### config.mk
export PLATFORM = sky130hd
export DESIGN_NAME = shms_div
export DESIGN_NICKNAME = d
export VERILOG_FILES = /design/src/shms_pkg.sv /design/src/shms_div.sv
export SDC_FILE = /design/constraint.sdc
export NUM_CORES = 1
export LEC_CHECK = 0
export BUFFER_PORTS_ARGS = -buffer_cell sky130_fd_sc_hd__buf_2
export CAP_MARGIN = 20
export CORE_ASPECT_RATIO = 1.2
export CORE_MARGIN = 4
export CORE_UTILIZATION = 51
export DETAILED_ROUTE_END_ITERATION = 16
export GPL_ROUTABILITY_DRIVEN = 0
export PLACE_DENSITY = 0.79
export SETUP_SLACK_MARGIN = 0.05
export SYNTH_ARGS = -nofsm -noshare
export SYNTH_HDL_FRONTEND = slang
export SYNTH_SLANG_ARGS = --single-unit
### constraint.sdc
create_clock -name clk -period 2.8 [get_ports clk]
set_input_delay 0.28 -clock clk [delete_from_list [all_inputs] [get_ports clk]]
set_output_delay 0.28 -clock clk [all_outputs]
set_load 0.1 [all_outputs]
### src/shms_pkg.sv
package shms_pkg;

  localparam int NUM_LAYERS  = 4;
  localparam int NUM_ROWS    = 32;
  localparam int LIST_DEPTH  = 32;
  localparam int NUM_ENDS    = NUM_LAYERS * NUM_ROWS * 2;
  localparam int LIST_W      = $clog2(NUM_ENDS);
  localparam int NUM_ENTRIES = NUM_ENDS * LIST_DEPTH;
  localparam int ADDR_W      = $clog2(NUM_ENTRIES);
  localparam int CNT_W       = $clog2(LIST_DEPTH + 1);
  localparam int IDX_W       = (LIST_DEPTH > 1) ? $clog2(LIST_DEPTH) : 1;

  // shared divider sizing: 48-bit dividend covers 16b x 32b merge numerator
  localparam int DIV_W = 48;
  localparam int DSR_W = 33;

  localparam int CFG_IDX_W = 2;
  localparam int CFG_DAT_W = 32;
  localparam logic [CFG_IDX_W-1:0] CFG_ATTEN  = 2'd0;
  localparam logic [CFG_IDX_W-1:0] CFG_DELAY  = 2'd1;
  localparam logic [CFG_IDX_W-1:0] CFG_WINDOW = 2'd2;
  localparam logic [CFG_IDX_W-1:0] CFG_THRESH = 2'd3;

  localparam logic [15:0] ATTEN_RST  = 16'd15000;
  localparam logic [15:0] DELAY_RST  = 16'd55188;
  localparam logic [15:0] WINDOW_RST = 16'd800;
  localparam logic [31:0] THRESH_RST = 32'd50000;

  localparam logic KIND_DEPOSIT = 1'b0;
  localparam logic KIND_READOUT = 1'b1;
  localparam logic END_LEFT     = 1'b0;
  localparam logic END_RIGHT    = 1'b1;

  typedef struct packed {
    logic               kind;
    logic [1:0]         layer;
    logic [4:0]         row;
    logic signed [15:0] local_x;
    logic signed [31:0] step_time;
    logic [31:0]        deposit_energy;
  } in_t;

  typedef struct packed {
    logic               paddle_end;
    logic               hit_valid;
    logic signed [31:0] hit_time;
    logic [31:0]        hit_energy;
    logic               overflowed;
    logic               last;
  } out_t;

endpackage

### src/shms_div.sv
module shms_div (
  input  logic                         clk,
  input  logic                         rst_n,
  input  logic                         start,
  input  logic [shms_pkg::DIV_W-1:0]   dividend,
  input  logic [shms_pkg::DSR_W-1:0]   divisor,
  output logic                         done,
  output logic [shms_pkg::DIV_W-1:0]   quotient
);
  import shms_pkg::*;

  localparam int STEP_W = $clog2(DIV_W + 1);

  logic              run_r;
  logic              done_r;
  logic [STEP_W-1:0] step_r;
  logic [DIV_W-1:0]  quo_r;
  logic [DSR_W:0]    rem_r;
  logic [DSR_W-1:0]  dsr_r;

  logic [DSR_W:0]    rem_sh;
  logic              fits;
  logic [DSR_W:0]    rem_nxt;
  logic [DIV_W-1:0]  quo_nxt;

  // restoring division, one quotient bit per cycle
  always_comb begin
    rem_sh  = {rem_r[DSR_W-1:0], quo_r[DIV_W-1]};
    fits    = rem_sh >= {1'b0, dsr_r};
    rem_nxt = fits ? rem_sh - {1'b0, dsr_r} : rem_sh;
    quo_nxt = {quo_r[DIV_W-2:0], fits};
  end

  always_ff @(posedge clk) begin
    if (!rst_n) begin
      run_r  <= 1'b0;
      done_r <= 1'b0;
      step_r <= '0;
    end else begin
      done_r <= 1'b0;
      if (start) begin
        run_r  <= 1'b1;
        step_r <= '0;
        quo_r  <= dividend;
        rem_r  <= '0;
        dsr_r  <= divisor;
      end else if (run_r) begin
        quo_r  <= quo_nxt;
        rem_r  <= rem_nxt;
        step_r <= step_r + 1'b1;
        if (step_r == STEP_W'(DIV_W - 1)) begin
          run_r  <= 1'b0;
          done_r <= 1'b1;
        end
      end
    end
  end

  assign done     = done_r;
  assign quotient = quo_r;

endmodule

==> results.cfg <==
[route]
wl_per_cell_um = 19.30
drt_iter0_drc = 501
vias_per_cell = 5.960
finalWirelength_um = 19710
antenna_left = 0
vias = 6085
dr_wl_met2_um = 10120
drt-pass1-iter-count = 5
drc = 0
met1Wirelength_um = 7209
route.met3.wl_um = 1581
highest_layer = met4

[clock_network]
clk_pin_slew_ps = 60
cts_root_buf = clkbuf_16
clk_latency_ps = 420
cts_tree = built
h-tree-depth = 4
clockBufferDepth = 2
cts_buffers = 17
numClockSinks = 122

[placed_design]
post-place-ws_ps = -524.3
portBuffers = 132
place_inst = 967
place_hpwl_um = 12830

[critical_path]
r2r-start = dsr_r[0]$_DFFE_PP_
reg2reg_depth = 12
max_stage_delay_ps = 380
path_cells = ha_2 -> inv_2 -> fa_2 -> a21oi_2 -> o211ai_1 -> a21oi_2 -> o21a_4 -> o211a_4 -> buf_6 -> a211o_4 -> a21o_4 -> o32ai_2
critical_path.top_delay_family = compound AO/OA/AOI/OAI gates
cp_slowest_cell = a211o_4
cp.depth = 12
r2r_slack_ps = -110
crit_arrival_ps = 3150
critical_path_class = reg2reg
reg2reg_to = rem_r[31]$_SDFFCE_PP0P_
path_buf_inv = 2
end_kind = register
worst_path_most_repeated_cell = a21oi_2
start_kind = register
critPathMaxFanout = 4
critical_path_required_ps = 3040

[global_route]
antenna_found_initial = 0
grt_usage_pct = 26.16
gr-total-overflow = 0
grt_first_pass_wirelength_um = 31580
grt_max_degree = 65
first_global_vias = 6471

[die]
initial_core_util_pct = 52.25
die_y_um = 135.6
pin_count = 133
core_um2 = 13240
rows = 46
die_w_um = 114.3
die_area_um2 = 15500

[logic_synthesis]
synth_commonest_cells = 114 x edfxtp_1, 58 x a21oi_1, 48 x mux2_2
synth_edf_count = 114
ys_warn_count = 0
ys_seq_area_share_pct = 51.81
syn_inst = 613
async_flop_share_pct = 0
ys.flop_type = edfxtp_1
yosysTopAreaCellShare_pct = 49.49
synth_area_leader_cell = edfxtp_1
synth_cell_types = 60
synth_area_leaders = edfxtp_1 49%, mux2_2 7.8%, ha_1 6.2%
netlist_area_um2 = 6917
yosysMostFrequentCell = edfxtp_1
synth_nets = 732
synth_seq_cells = 122
synth_area_per_cell_um2 = 11.28

[flow_run]
cap_violations = 0

[finish]
syn2layout_area_growth_pct = 39.29
diodes = 0
fin_cells = 1021
drive_above_1_share_pct = 46.78
fin_nets = 959

[timing]
hold_viol = 0
max_freq_mhz = 344.2
hold_ws_ps = 29.08
period_share_pct = 103.8
worstMarginPinSlew_ps = 1289
rsz0062_at_grt = true
fin_tns_setup_ps = -948.8
skew_ps = 10.76
worst_slack_ps = -105.1
setup_viol = 28
final_max_slew_viol_count = 0
finalCriticalPeriod_ps = 2905
max-slew-margin-rel_pct = 14.09

[worst_hold_path]
min_to = dsr_r[2]$_DFFE_PP_
hold_depth = 1
worstHoldStart = divisor[2]
min_path_type = in2reg

[power_and_ir_drop]
total_power_uw = 6530
p_per_area_nw_per_um2 = 677.7
ir_drop_v = 0.0004406
p_leak_uw = 0.003963

[status]
violations = setup timing
status = finished with violations
worst max-delay path by stage:
stage | startpoint | endpoint | slack (ps)
after floorplan | quotient[47]$_DFFE_PP_ | rem_r[31]$_SDFFCE_PP0P_ | -540
after global placement | dsr_r[0]$_DFFE_PP_ | rem_r[24]$_SDFFCE_PP0P_ | -350
after detailed placement | dsr_r[0]$_DFFE_PP_ | rem_r[23]$_SDFFCE_PP0P_ | -520
after CTS | dsr_r[0]$_DFFE_PP_ | rem_r[29]$_SDFFCE_PP0P_ | -20
after global routing | rem_r[30]$_SDFFCE_PP0P_ | rem_r[23]$_SDFFCE_PP0P_ | -190
final | dsr_r[0]$_DFFE_PP_ | rem_r[31]$_SDFFCE_PP0P_ | -110
timing repair:
action,CTS,global route
endpoints found under the setup margin,34,34
gates resized for setup,62,46
pin swaps,26,21
hold buffers,0,0
gates cloned,1,0
buffers inserted,19,4
routing by layer:
| metal | vias up | global-route usage [%] |
|---|---|---|
| met5 | - | 0 |
| met4 | 0 | 13.60 |
| met3 | 78 | 7.998 |
| met2 | 312 | 44.99 |
| met1 | 2919 | 28.99 |
| li1 | 2776 | - |
per-stage QoR:
step | cell area (µm²) | utilization [%]
2_1_floorplan | 6969 | -
3_3_place_gp | 8362 | 63.17
3_5_place_dp | 8362 | 63.17
4_1_cts | 9440 | 71.31
5_1_grt | 9634 | 72.78
6_report | 9634 | 72.78
layout by cell type, fill, tap and decap left out, drive strengths merged, types with 8 or more instances in the layout:
master and n:
a21oi 59, dfxtp 8, edfxtp 114, xnor2 20
nor3 13, ha 34, a211oi 14, o21ai 35
buf 236, a21o 17, inv 46, nor2 21
nand2 32, xor2 9, nand3 29, clkbuf 20
mux2 48, o21a 9
cells by family after synthesis:
logic type,Yosys count,synth area share (%)
fa+ha+maj,35,6.440
buf+inv,72,4.178
xor+xnor,29,3.672
compound gates,171,16.12
simple gates,133,9.533
mux,51,8.249
flops,122,51.81
area by class of cell:
type	count	area [µm²]
clock buffer	20	479.2
timing repair buffer	236	1536
clock inverter	12	110.1
inverter	43	161.4
multi-input combinational	420	3553
sequential	122	3583
fill	846	3603
tap	168	210.2
worst register-to-register path: stages (launching register included):
cell      delay (ps)
edfxtp_1         370
ha_2             200
inv_2             60
fa_2             220
a21oi_2           80
o211ai_1         220
a21oi_2          110
o21a_4           230
o211a_4          250
buf_6            120
a211o_4          380
a21o_4           260
o32ai_2          230
registers in the layout, summed over array words and instances (netlist names):
signal and cells:
quotient 48, dsr_r 33, rem_r 33, step_r 6, done 1, run_r 1
report_power, final:
part	switching, µW	internal, µW	total [µW]
logic	1250	851	2100
registers	80.7	2180	2260
clock network	837	1330	2170
total	2170	4360	6530
Note: power is estimated with default switching activity, not from simulation.
